`src/rtl/lsbse_pkg.sv`:
```
// Shared constants, register codes and types for the LSB stego embed/extract unit.
package lsbse_pkg;

   localparam int HEADER_BITS   = 64;
   localparam int POSITION_BITS = 32;

   localparam int WORD_W   = 32;
   localparam int STRIDE_W = 16;
   localparam int SLOT_W   = 36;
   localparam int BYTE_W   = 8;

   // Header bits are placed inside whole bytes, so the shift register spans full bytes.
   localparam int HDR_SPAN = ((HEADER_BITS + 7) / 8) * 8;
   localparam int HS_W     = (HDR_SPAN > WORD_W) ? HDR_SPAN : WORD_W;
   localparam int HS_IDX_W = $clog2(HS_W);

   localparam int CMP_W  = (POSITION_BITS > WORD_W) ? POSITION_BITS : WORD_W;
   localparam int PROD_W = SLOT_W + STRIDE_W;

   localparam int CSR_IDX_W = 3;

   localparam logic [CSR_IDX_W-1:0] CSR_MODE          = 3'd0;
   localparam logic [CSR_IDX_W-1:0] CSR_START_OFFSET  = 3'd1;
   localparam logic [CSR_IDX_W-1:0] CSR_STRIDE        = 3'd2;
   localparam logic [CSR_IDX_W-1:0] CSR_SECRET_LENGTH = 3'd3;
   localparam logic [CSR_IDX_W-1:0] CSR_IMAGE_BYTES   = 3'd4;

   localparam logic MODE_EMBED   = 1'b0;
   localparam logic MODE_EXTRACT = 1'b1;

   typedef struct packed {
      logic                mode;
      logic [WORD_W-1:0]   start_offset;
      logic [STRIDE_W-1:0] stride;
      logic [WORD_W-1:0]   secret_length;
      logic [WORD_W-1:0]   image_bytes;
   } lsbse_cfg_type;

   typedef struct packed {
      logic [BYTE_W-1:0] carrier_out;
      logic              secret_taken;
      logic [BYTE_W-1:0] recovered_byte;
      logic              recovered_valid;
      logic              payload_done;
      logic              too_long;
   } lsbse_result_type;

endpackage

```
`src/rtl/lsbse_slot_gen.sv`:
```
// Carrier position counter and stride countdown that flag slot bytes.
module lsbse_slot_gen (
   input  logic                    clock,
   input  logic                    reset,
   input  logic                    fire,
   input  logic                    restart,
   input  lsbse_pkg::lsbse_cfg_type cfg,
   output logic                    slot
);
   import lsbse_pkg::*;

   localparam logic [POSITION_BITS-1:0] POS_MASK = '1;

   logic [POSITION_BITS-1:0] pos_ff, pos_in, pos_cur;
   logic [STRIDE_W-1:0]      cd_ff, cd_in, cd_cur, st_m1;
   logic [CMP_W-1:0]         cur_w, so_w, mask_w;

   always_comb begin
      pos_cur = restart ? '0 : pos_ff;
      cd_cur  = restart ? '0 : cd_ff;
      st_m1   = (cfg.stride == '0) ? '0 : cfg.stride - STRIDE_W'(1);
      cur_w   = CMP_W'(pos_cur);
      so_w    = CMP_W'(cfg.start_offset);
      mask_w  = CMP_W'(POS_MASK);

      slot  = 1'b0;
      cd_in = cd_cur;
      if (cur_w == so_w && so_w < mask_w) begin
         slot  = 1'b1;
         cd_in = st_m1;
      end else if (cur_w > so_w) begin
         if (cd_cur == '0) begin
            slot  = 1'b1;
            cd_in = st_m1;
         end else begin
            cd_in = cd_cur - STRIDE_W'(1);
         end
      end

      // The position stops once it has passed the first slot.
      if (cur_w <= so_w && pos_cur < POS_MASK) begin
         pos_in = pos_cur + POSITION_BITS'(1);
      end else begin
         pos_in = pos_cur;
      end
   end

   always_ff @(posedge clock) begin
      if (reset) begin
         pos_ff <= '0;
         cd_ff  <= '0;
      end else if (fire) begin
         pos_ff <= pos_in;
         cd_ff  <= cd_in;
      end
   end

endmodule

```
`src/rtl/lsbse_capacity.sv`:
```
// Capacity check: position of the last embed slot against the carrier size.
module lsbse_capacity (
   input  logic                    clock,
   input  lsbse_pkg::lsbse_cfg_type cfg,
   output logic                    oversize
);
   import lsbse_pkg::*;

   logic [SLOT_W-1:0]   span_m1;
   logic [STRIDE_W-1:0] st;
   logic [PROD_W-1:0]   prod_ff, prod_in;
   logic [PROD_W:0]     last_slot;

   always_comb begin
      span_m1 = SLOT_W'(HEADER_BITS - 1) + SLOT_W'({cfg.secret_length, 3'b000});
      st      = (cfg.stride == '0) ? STRIDE_W'(1) : cfg.stride;
      prod_in = PROD_W'(span_m1) * PROD_W'(st);
   end

   // The user changes configuration only while idle; the block does not enforce it.
   always_ff @(posedge clock) begin
      prod_ff <= prod_in;
   end

   always_comb begin
      last_slot = {1'b0, prod_ff} + (PROD_W + 1)'(cfg.start_offset);
      oversize  = (cfg.mode == MODE_EMBED) && (last_slot >= (PROD_W + 1)'(cfg.image_bytes));
   end

endmodule

```
`src/rtl/lsbse_codec.sv`:
```
// Slot bit codec: header and payload embedding or extraction for one carrier byte.
module lsbse_codec (
   input  logic                        clock,
   input  logic                        reset,
   input  logic                        fire,
   input  logic                        restart,
   input  logic                        slot,
   input  logic                        oversize,
   input  lsbse_pkg::lsbse_cfg_type     cfg,
   input  logic [lsbse_pkg::BYTE_W-1:0] carrier,
   input  logic [lsbse_pkg::BYTE_W-1:0] secret,
   output lsbse_pkg::lsbse_result_type  result
);
   import lsbse_pkg::*;

   logic [SLOT_W-1:0]   k_ff, k_in, k_cur, j, need_cur, need_next;
   logic [HS_W-1:0]     hs_ff, hs_in, hs_cur, len_ext;
   logic [BYTE_W-1:0]   asm_ff, asm_in, asm_cur, asm_shift;
   logic [WORD_W-1:0]   len_ff, len_in, len_cur, len_sel_cur, len_sel_next;
   logic [HS_IDX_W-1:0] hpos;
   logic [2:0]          bit_idx;
   logic                done_cur, done_next, active, lsb, emb_bit;

   always_comb begin
      k_cur   = restart ? '0 : k_ff;
      hs_cur  = restart ? '0 : hs_ff;
      asm_cur = restart ? '0 : asm_ff;
      len_cur = restart ? '0 : len_ff;

      len_sel_cur = (cfg.mode == MODE_EXTRACT) ? len_cur : cfg.secret_length;
      need_cur    = SLOT_W'(HEADER_BITS) + SLOT_W'({len_sel_cur, 3'b000});
      done_cur    = (k_cur >= need_cur);
      active      = slot && !oversize && !done_cur;

      lsb       = carrier[0];
      len_ext   = HS_W'(cfg.secret_length);
      // Header bits go MSB first within each byte: invert the bit number inside the byte.
      hpos      = {k_cur[HS_IDX_W-1:3], ~k_cur[2:0]};
      j         = k_cur - SLOT_W'(HEADER_BITS);
      bit_idx   = ~j[2:0];
      asm_shift = {asm_cur[BYTE_W-2:0], lsb};
      emb_bit   = 1'b0;

      k_in   = k_cur;
      hs_in  = hs_cur;
      asm_in = asm_cur;
      len_in = len_cur;

      result                 = '0;
      result.carrier_out     = carrier;

      if (active) begin
         k_in = k_cur + SLOT_W'(1);
         if (k_cur < SLOT_W'(HEADER_BITS)) begin
            if (cfg.mode == MODE_EMBED) begin
               emb_bit            = len_ext[hpos];
               result.carrier_out = {carrier[BYTE_W-1:1], emb_bit};
            end else begin
               hs_in[hpos] = hs_cur[hpos] | lsb;
               if (k_cur == SLOT_W'(HEADER_BITS - 1)) begin
                  len_in = hs_in[WORD_W-1:0];
               end
            end
         end else begin
            if (cfg.mode == MODE_EMBED) begin
               emb_bit             = secret[bit_idx];
               result.carrier_out  = {carrier[BYTE_W-1:1], emb_bit};
               result.secret_taken = (j[2:0] == 3'd7);
            end else begin
               asm_in = asm_shift;
               if (j[2:0] == 3'd7) begin
                  result.recovered_byte  = asm_shift;
                  result.recovered_valid = 1'b1;
                  asm_in                 = '0;
               end
            end
         end
      end

      len_sel_next        = (cfg.mode == MODE_EXTRACT) ? len_in : cfg.secret_length;
      need_next           = SLOT_W'(HEADER_BITS) + SLOT_W'({len_sel_next, 3'b000});
      done_next           = (k_in >= need_next);
      result.payload_done = !oversize && done_next;
      result.too_long     = oversize;
   end

   always_ff @(posedge clock) begin
      if (reset) begin
         k_ff   <= '0;
         hs_ff  <= '0;
         asm_ff <= '0;
         len_ff <= '0;
      end else if (fire) begin
         k_ff   <= k_in;
         hs_ff  <= hs_in;
         asm_ff <= asm_in;
         len_ff <= len_in;
      end
   end

endmodule

```
`src/rtl/lsb_stego_embed_extract_unit.sv`:
```
// Top level of the LSB stego embed/extract unit: registers, beat pipeline and datapath.
//
//   channel | dir | width   | contents
//   req_    | in  | 16 + 1  | carrier and secret bytes, image start flag
//   rsp_    | out | 16 + 4  | output carrier and recovered bytes, status flags
//   csr_    | in  | 3 + 32  | register write: index and data
//
// One beat per cycle sustained while rsp_ is ready; an accepted beat is held in the input
// register and its result is captured in the result register, which drives rsp_.
// The slot and header state updates when a beat fires.
// Reset is synchronous and restores the configuration and control registers to their defaults.
// A stalled result holds the result register; one more beat can still enter an empty
// input register, after which req_tready stays low until the result is taken.
// A register write updates the configuration register, used by a beat when it fires.
module lsb_stego_embed_extract_unit (
   input  logic                             clock,
   input  logic                             reset,
   input  logic                             req_tvalid,
   output logic                             req_tready,
   input  logic [15:0]                      req_tdata,  // carrier_byte, secret_byte
   input  logic                             req_tuser,  // image_start
   output logic                             rsp_tvalid,
   input  logic                             rsp_tready,
   output logic [15:0]                      rsp_tdata,  // carrier_out, recovered_byte
   output logic [3:0]                       rsp_tuser,  // secret_taken, recovered_valid,
                                                        // payload_done, too_long
   input  logic                             csr_wr_en,
   input  logic [lsbse_pkg::CSR_IDX_W-1:0]  csr_index,
   input  logic [lsbse_pkg::WORD_W-1:0]     csr_wdata
);
   import lsbse_pkg::*;

   lsbse_cfg_type    cfg_ff;
   lsbse_result_type result;
   lsbse_result_type rsp_ff;

   logic              in_valid_ff, rsp_valid_ff, fire, slot, oversize;
   logic [BYTE_W-1:0] carrier_ff, secret_ff;
   logic              start_ff;

   always_ff @(posedge clock) begin
      if (reset) begin
         cfg_ff.mode          <= MODE_EMBED;
         cfg_ff.start_offset  <= '0;
         cfg_ff.stride        <= STRIDE_W'(1);
         cfg_ff.secret_length <= '0;
         cfg_ff.image_bytes   <= '0;
      end else if (csr_wr_en) begin
         unique case (csr_index)
            CSR_MODE:          cfg_ff.mode          <= csr_wdata[0];
            CSR_START_OFFSET:  cfg_ff.start_offset  <= csr_wdata;
            CSR_STRIDE:        cfg_ff.stride        <= csr_wdata[STRIDE_W-1:0];
            CSR_SECRET_LENGTH: cfg_ff.secret_length <= csr_wdata;
            CSR_IMAGE_BYTES:   cfg_ff.image_bytes   <= csr_wdata;
            default: begin
            end
         endcase
      end
   end

   assign fire       = in_valid_ff && (!rsp_valid_ff || rsp_tready);
   assign req_tready = !in_valid_ff || fire;

   always_ff @(posedge clock) begin
      if (reset) begin
         in_valid_ff <= 1'b0;
      end else if (req_tready) begin
         in_valid_ff <= req_tvalid;
      end
   end

   always_ff @(posedge clock) begin
      if (req_tvalid && req_tready) begin
         carrier_ff <= req_tdata[7:0];
         secret_ff  <= req_tdata[15:8];
         start_ff   <= req_tuser;
      end
   end

   lsbse_slot_gen u_slot_gen (
      .clock   (clock),
      .reset   (reset),
      .fire    (fire),
      .restart (start_ff),
      .cfg     (cfg_ff),
      .slot    (slot)
   );

   lsbse_capacity u_capacity (
      .clock    (clock),
      .cfg      (cfg_ff),
      .oversize (oversize)
   );

   lsbse_codec u_codec (
      .clock    (clock),
      .reset    (reset),
      .fire     (fire),
      .restart  (start_ff),
      .slot     (slot),
      .oversize (oversize),
      .cfg      (cfg_ff),
      .carrier  (carrier_ff),
      .secret   (secret_ff),
      .result   (result)
   );

   always_ff @(posedge clock) begin
      if (reset) begin
         rsp_valid_ff <= 1'b0;
      end else if (fire) begin
         rsp_valid_ff <= 1'b1;
      end else if (rsp_tready) begin
         rsp_valid_ff <= 1'b0;
      end
   end

   always_ff @(posedge clock) begin
      if (fire) begin
         rsp_ff <= result;
      end
   end

   assign rsp_tvalid = rsp_valid_ff;
   assign rsp_tdata  = {rsp_ff.recovered_byte, rsp_ff.carrier_out};
   assign rsp_tuser  = {rsp_ff.too_long, rsp_ff.payload_done,
                        rsp_ff.recovered_valid, rsp_ff.secret_taken};

endmodule
```
`config.mk`:
```
export PLATFORM = sky130hd
export DESIGN_NAME = lsb_stego_embed_extract_unit
export DESIGN_NICKNAME = d
export VERILOG_FILES = /design/src/rtl/lsbse_pkg.sv /design/src/rtl/lsbse_slot_gen.sv /design/src/rtl/lsbse_capacity.sv /design/src/rtl/lsbse_codec.sv /design/src/rtl/lsb_stego_embed_extract_unit.sv
export SDC_FILE = /design/constraint.sdc
export NUM_CORES = 2
export LEC_CHECK = 0
export BUFFER_PORTS_ARGS = -buffer_cell sky130_fd_sc_hd__buf_4
export CORE_ASPECT_RATIO = 2
export CORE_MARGIN = 2
export CORE_UTILIZATION = 30
export DETAILED_ROUTE_END_ITERATION = 7
export PLACE_DENSITY = 0.56
export REMOVE_ABC_BUFFERS = 1
export SLEW_MARGIN = 20
export SYNTH_ARGS = -nofsm -noshare
export SYNTH_HDL_FRONTEND = slang
export SYNTH_SLANG_ARGS = --single-unit
export TNS_END_PERCENT = 50
```
`constraint.sdc`:
```
create_clock -name clock -period 14.55 [get_ports clock]
set_input_delay 1.455 -clock clock [delete_from_list [all_inputs] [get_ports clock]]
set_output_delay 1.455 -clock clock [all_outputs]
set_load 0.03 [all_outputs]
```
After elaboration in Yosys (flattened, before gate mapping)
Cells that the tools add are included.
Word-level totals
  register bits: 392
  bits of input ports: 57
Cells by class
  $add $sub $neg: 9
  $mul: 1
  $lt $le $gt $ge: 11
  eq/ne operators: 7
  mux-type cells: 47
  bitwise operators: 6
  reduce and logical (&&, ||, !) cells: 27
Operators by type and width (number)
  2-to-1 mux 32 bit: 9
  2-to-1 mux 64 bit: 4
  2-to-1 mux 16 bit: 6
  adder 7 x 35 -> 36 bit, first input constant: 2
  greater-or-equal comparator 36 bit: 2
  2-to-1 mux 36 bit: 2
  bitwise mux 64 bit: 1
  less-than comparator 32 bit, second input constant: 2
  adder 52 x 32 -> 53 bit: 1
  greater-or-equal comparator 53 x 32 -> 1 bit: 1
  multiplier 36 x 16 -> 52 bit: 1
  2-to-1 mux 8 bit: 5
  adder 36 x 1 -> 36 bit, second input constant: 1
  adder 6 x 35 -> 36 bit, first input constant: 1
  == test 36 x 6 -> 1 bit, second input constant: 1
  less-than comparator 36 x 7 -> 1 bit, second input constant: 1
  adder 32 x 1 -> 32 bit, second input constant: 1
  == test 32 bit: 1
  greater-than comparator 32 bit: 1
  <= comparator 32 bit: 1
  zero test 16 bit: 2
  subtractor 16 x 1 -> 16 bit, second input constant: 2
  2-to-1 mux 9 bit: 2
  binary-select mux 1 bit (select 6 bit): 2
  other kinds (24): 56

Depth between registers and ports, before layout
  depth in word-level cells: 15
  mapped depth: 50
  depth with buffers taken out: 40

Hierarchy
Synthesis repeated with hierarchy kept, for this count alone.
Unflattened totals
  cell total of the unflattened synthesis: 5355
  area total of the unflattened synthesis: 44575.3 um2
Modules (own cells, without submodules)
  lsbse_capacity: instances 1, cells each 2619, area an instance 22212.6 um2, seq. area each 1041.0 um2
  lsbse_codec: instances 1, cells each 1661, area an instance 12051.6 um2, seq. area each 2782.7 um2
  lsb_stego_embed_extract_unit: instances 1, cells each 457, area an instance 5791.8 um2, seq. area each 3413.3 um2
  lsbse_slot_gen: instances 1, cells each 618, area an instance 4519.3 um2, seq. area each 960.9 um2

Worst setup path before layout
OpenSTA, ideal clock, no wires.
  path kind: register to register
  start: reg start_ff
  end: reg rsp_ff, in the netlist rsp_tuser[2] (data pin)
  library setup time: 0.268 ns
  data arrival time: 9.716 ns
  required time: 14.282 ns
  setup slack: 4.566 ns
  cell stages (with the launch flop): 50
  period minus slack after synthesis: 9.984 ns
  path through: edfxtp_1 > buf_6 > clkbuf_1 > nor2b_1 > clkbuf_1 > buf_1 > clkbuf_1 > buf_1 > a21o_1 > ha_1 > nand3b_1 > nor3_1 > nand2_1 > or3_1 > nor3_1 > nand2b_1 > nor3b_1 > nand3b_1 > [14 not listed] > and4_1 > nand3_2 > or3_1 > buf_2 > nor4b_2 > xnor2_1 > ha_1 > a21o_1 > a21oi_1 > nor2b_1 > o21ai_0 > nand2b_1 > a21oi_1 > nor2b_1 > o21ai_0 > nand2b_1 > a2111oi_0 > a21oi_1
RTL lines
  from (decl): RTL line lsb_stego_embed_extract_unit.sv:39  | logic start_ff;
  from (signal assigned): RTL line lsb_stego_embed_extract_unit.sv:76  | start_ff <= req_tuser;
  to (signal assigned): RTL line lsb_stego_embed_extract_unit.sv:120  | rsp_ff <= result;
  to (decl): RTL line lsb_stego_embed_extract_unit.sv:35  | lsbse_result_type rsp_ff;

Worst setup path after layout
  start: reg cfg_ff[67] (netlist bit)
  end: reg u_capacity.prod_ff[51]
On the way
  cells in the longest elaborated chain, start to end: 3
RTL lines
  from (decl): RTL line lsb_stego_embed_extract_unit.sv:33  | lsbse_cfg_type cfg_ff;
  zero test 16 bit: RTL line lsbse_capacity.sv:16  | st = (cfg.stride == '0) ? STRIDE_W'(1) : cfg.stride;
  2-to-1 mux 16 bit (*): RTL line lsbse_capacity.sv:16
  multiplier 36 x 16 -> 52 bit (*): RTL line lsbse_capacity.sv:17  | prod_in = PROD_W'(span_m1) * PROD_W'(st);
  net u_capacity.prod_in[51]: RTL line lsbse_capacity.sv:11  | logic [PROD_W-1:0] prod_ff, prod_in;
  to (signal assigned): RTL line lsbse_capacity.sv:22  | prod_ff <= prod_in;
  to (decl): RTL line lsbse_capacity.sv:11
The timed path passes the listed nets; every way through them passes the cells marked *.
A chain may end at the register's enable or synchronous reset.

==> impl_metrics.tcl <==
set metrics [dict create \
    synth.top_cell.area_share 0.218 \
    start_util 0.302 \
    critPathTopFamily "adder cells" \
    seq_area_frac_synth 0.188 \
    die-area_sq_um 148000 \
    totalWireLength_um 173000 \
    synth_cells 5443 \
    grt_pass1_wl_um 257000 \
    clk_latency_ps 620 \
    r2r_slack_ps 3760 \
    n_fill_cell 15300 \
    wl_per_cell_um 23.7 \
    synth.distinct_cells 92 \
    clock-sinks 391 \
    dp.final_hpwl_um 135000 \
    post_cts.repair.setup_buffers 0 \
    setup_viol_count_final 0 \
    io_pins 79 \
    cts_root_buf "clkbuf_16" \
    routed_via_density 5.43 \
    numCtsBuffers 42 \
    cp_slowest_stage_delay_ps 830 \
    status "finished clean" \
    place.gp.congestion 0.964 \
    slew_viol_final 0 \
    h-tree-depth 2 \
    cts_resized 0 \
    ys.flop_type "dfxtp_1" \
    drtIter0Drc 2658 \
    synth_area_leaders "fa_1 22%, dfxtp_1 16%, ha_1 8.6%" \
    critical_path_class "reg -> reg" \
    fin_skew_ps 31.6 \
    tns_ps 0 \
    first_global_vias 40900 \
    grt_max_degree 102 \
    synth_top_area_cell "fa_1" \
    synth_xor_area_frac 0.0428 \
    antenna_found_initial 1 \
    ys_seq_elements 391 \
    cp_data_required_time_ps 15030 \
    drv_cap 0 \
    synthesis.area_sq_um 43600 \
    yosys_warnings 0 \
    cts_tree "built" \
    globalRouteOverflowTotal 0 \
    fin_crit_sh 0.741 \
    fmax_mhz 92.7 \
    worst_hold_path_type "reg -> reg" \
    synth_mux_area_frac 0.0141 \
    arrival_ps 11270 \
    cp-end-kind "flop" \
    synth_top_family_by_area "adder cells" \
    cts_hold_buf 0 \
    total_power_mw 3.01 \
    area_delta_synth_final_pct 9.45 \
    worst-path-buf-inv 6 \
    grt_usage 0.232 \
    fin_crit_ps 10790 \
    final_common_cell "nand2_1" \
    finalHoldViolCount 0 \
    async_reset_ff_frac 0 \
    rsz0062_at_grt "false" \
    drive_gt1_frac 0.0637 \
    power_density_nw_per_um2 63.1 \
    ant_nets 0 \
    layout.nets 6198 \
    first_pass_iters 8 \
    relSlewSlack 0.229 \
    synthSimpleGateAreaFrac 0.226 \
    slowest_stage "nand2_1" \
    start_kind "flop" \
    synth-compound-area-share 0.144 \
    design.core.area_sq_um 144000 \
    vias 39600 \
    cts_buffer_depth 3 \
    rows 197 \
    ir_drop_uv 101 \
    dieWidth_um 273 \
    synth_edf_count 37 \
    p_leak_nw 20.2 \
    drc 0 \
    worst_pin_slew_ps 1160 \
    die_h_um 543 \
    cts.reportedPaths.clkPinSlew_ps 70 \
    portBuffers 78 \
    worstPathMaxFanout 26 \
    most-common-layout-cells "949 x nand2_1, 614 x inv_1, 475 x fa_1, 377 x nor2_1, 352 x dfxtp_1" \
    synthAdderAreaFrac 0.304 \
    syn_avg_cell_area_sq_um 8.00 \
]
==> layout make-up <==
| type | instances | area (sq um) | share of cell area |
|---|---|---|---|
| inverter | 621 | 2330 | 0.0489 |
| sequential | 391 | 8200 | 0.172 |
| multi-input combinational | 4131 | 32000 | 0.671 |
| clock buffer | 52 | 1200 | 0.0252 |
| tap | 1890 | 2360 | 0.0496 |
| clock inverter | 23 | 234 | 0.00491 |
| timing repair buffer | 180 | 1370 | 0.0288 |
| antenna | 1 | 2.50 | 0.0000525 |
==> logic make-up (layout without fill, tap and decap cells) <==
family,count (synthesis),count (layout)
DFF,391,391
AOI/OAI and AO/OA,960,960
xor gates and xnor gates,213,213
other,0,1
muxes,59,59
and+or+nand+nor,2125,2125
adders and majority gates,774,774
buffers and inverters,921,876
==> cells in the mapped netlist (all sizes together) (31+ instances only) <==
master,instances
nand2,949
inv,621
fa,475
nor2,386
dfxtp,354
a21oi,307
ha,299
clkbuf,265
o21ai,157
xnor2,140
nand3,139
nor2b,117
and3,94
nand4,94
a22oi,89
nor3,83
and2,77
xor2,73
a21o,63
mux2i,50
a31oi,49
nor4,41
edfxtp,37
buf,35
or3,34
nand2b,32
o22ai,31
==> metal layers <==
layer / part of all wire / GRT usage / routed length, um
met5: 0 / 0 / 0
met4: 0.11 / 0.218 / 19700
met3: 0.042 / 0.0210 / 7230
met2: 0.52 / 0.430 / 90500
met1: 0.32 / 0.221 / 55500
==> power by group <==
part / switching (mW) / internal (mW) / leakage [nW]
registers: 0.0366 / 1.12 / 3.22
logic: 0.472 / 0.207 / 16.2
clock network: 0.523 / 0.647 / 0.703
==> through the flow <==
| step | instances | worst slack (ps) | util | hold slack (ps) | area, sq um |
|---|---|---|---|---|---|
| 5_1_grt | 7289 | 2990 | 0.331 | 435 | 47700 |
| 3_5_place_dp | 7213 | 3800 | 0.321 | 409 | 46200 |
| 2_1_floorplan | 5143 | 2000 | - | 400 | 42400 |
| 3_3_place_gp | 7213 | 3690 | 0.321 | 404 | 46200 |
| 6_report | 7289 | 3760 | 0.331 | 419 | 47700 |
| 4_1_cts | 7288 | 3800 | 0.331 | 417 | 47700 |
==> worst paths after layout <==
kind	start	end	cells after the start
max reg2reg	cfg_ff[67]$_SDFFE_PP0P_	u_capacity.prod_ff[51]$_DFF_P_	33
max	cfg_ff[67]$_SDFFE_PP0P_	u_capacity.prod_ff[51]$_DFF_P_	33
min reg2reg	carrier_ff[7]$_DFFE_PP_	rsp_tdata[7]$_DFFE_PP_	0
min	carrier_ff[7]$_DFFE_PP_	rsp_tdata[7]$_DFFE_PP_	0
==> sequential cells by signal, indices dropped and copies added, names as in the netlist, 7 cells and up <==
register / flops
u_codec.k_ff: 36
rsp_tdata: 16
u_codec.len_ff: 32
u_slot_gen.cd_ff: 16
secret_ff: 8
u_codec.asm_ff: 7
u_codec.hs_ff: 64
u_slot_gen.pos_ff: 32
carrier_ff: 8
u_capacity.prod_ff: 52
cfg_ff: 113
Note: power is estimated with default switching activity, not from simulation.
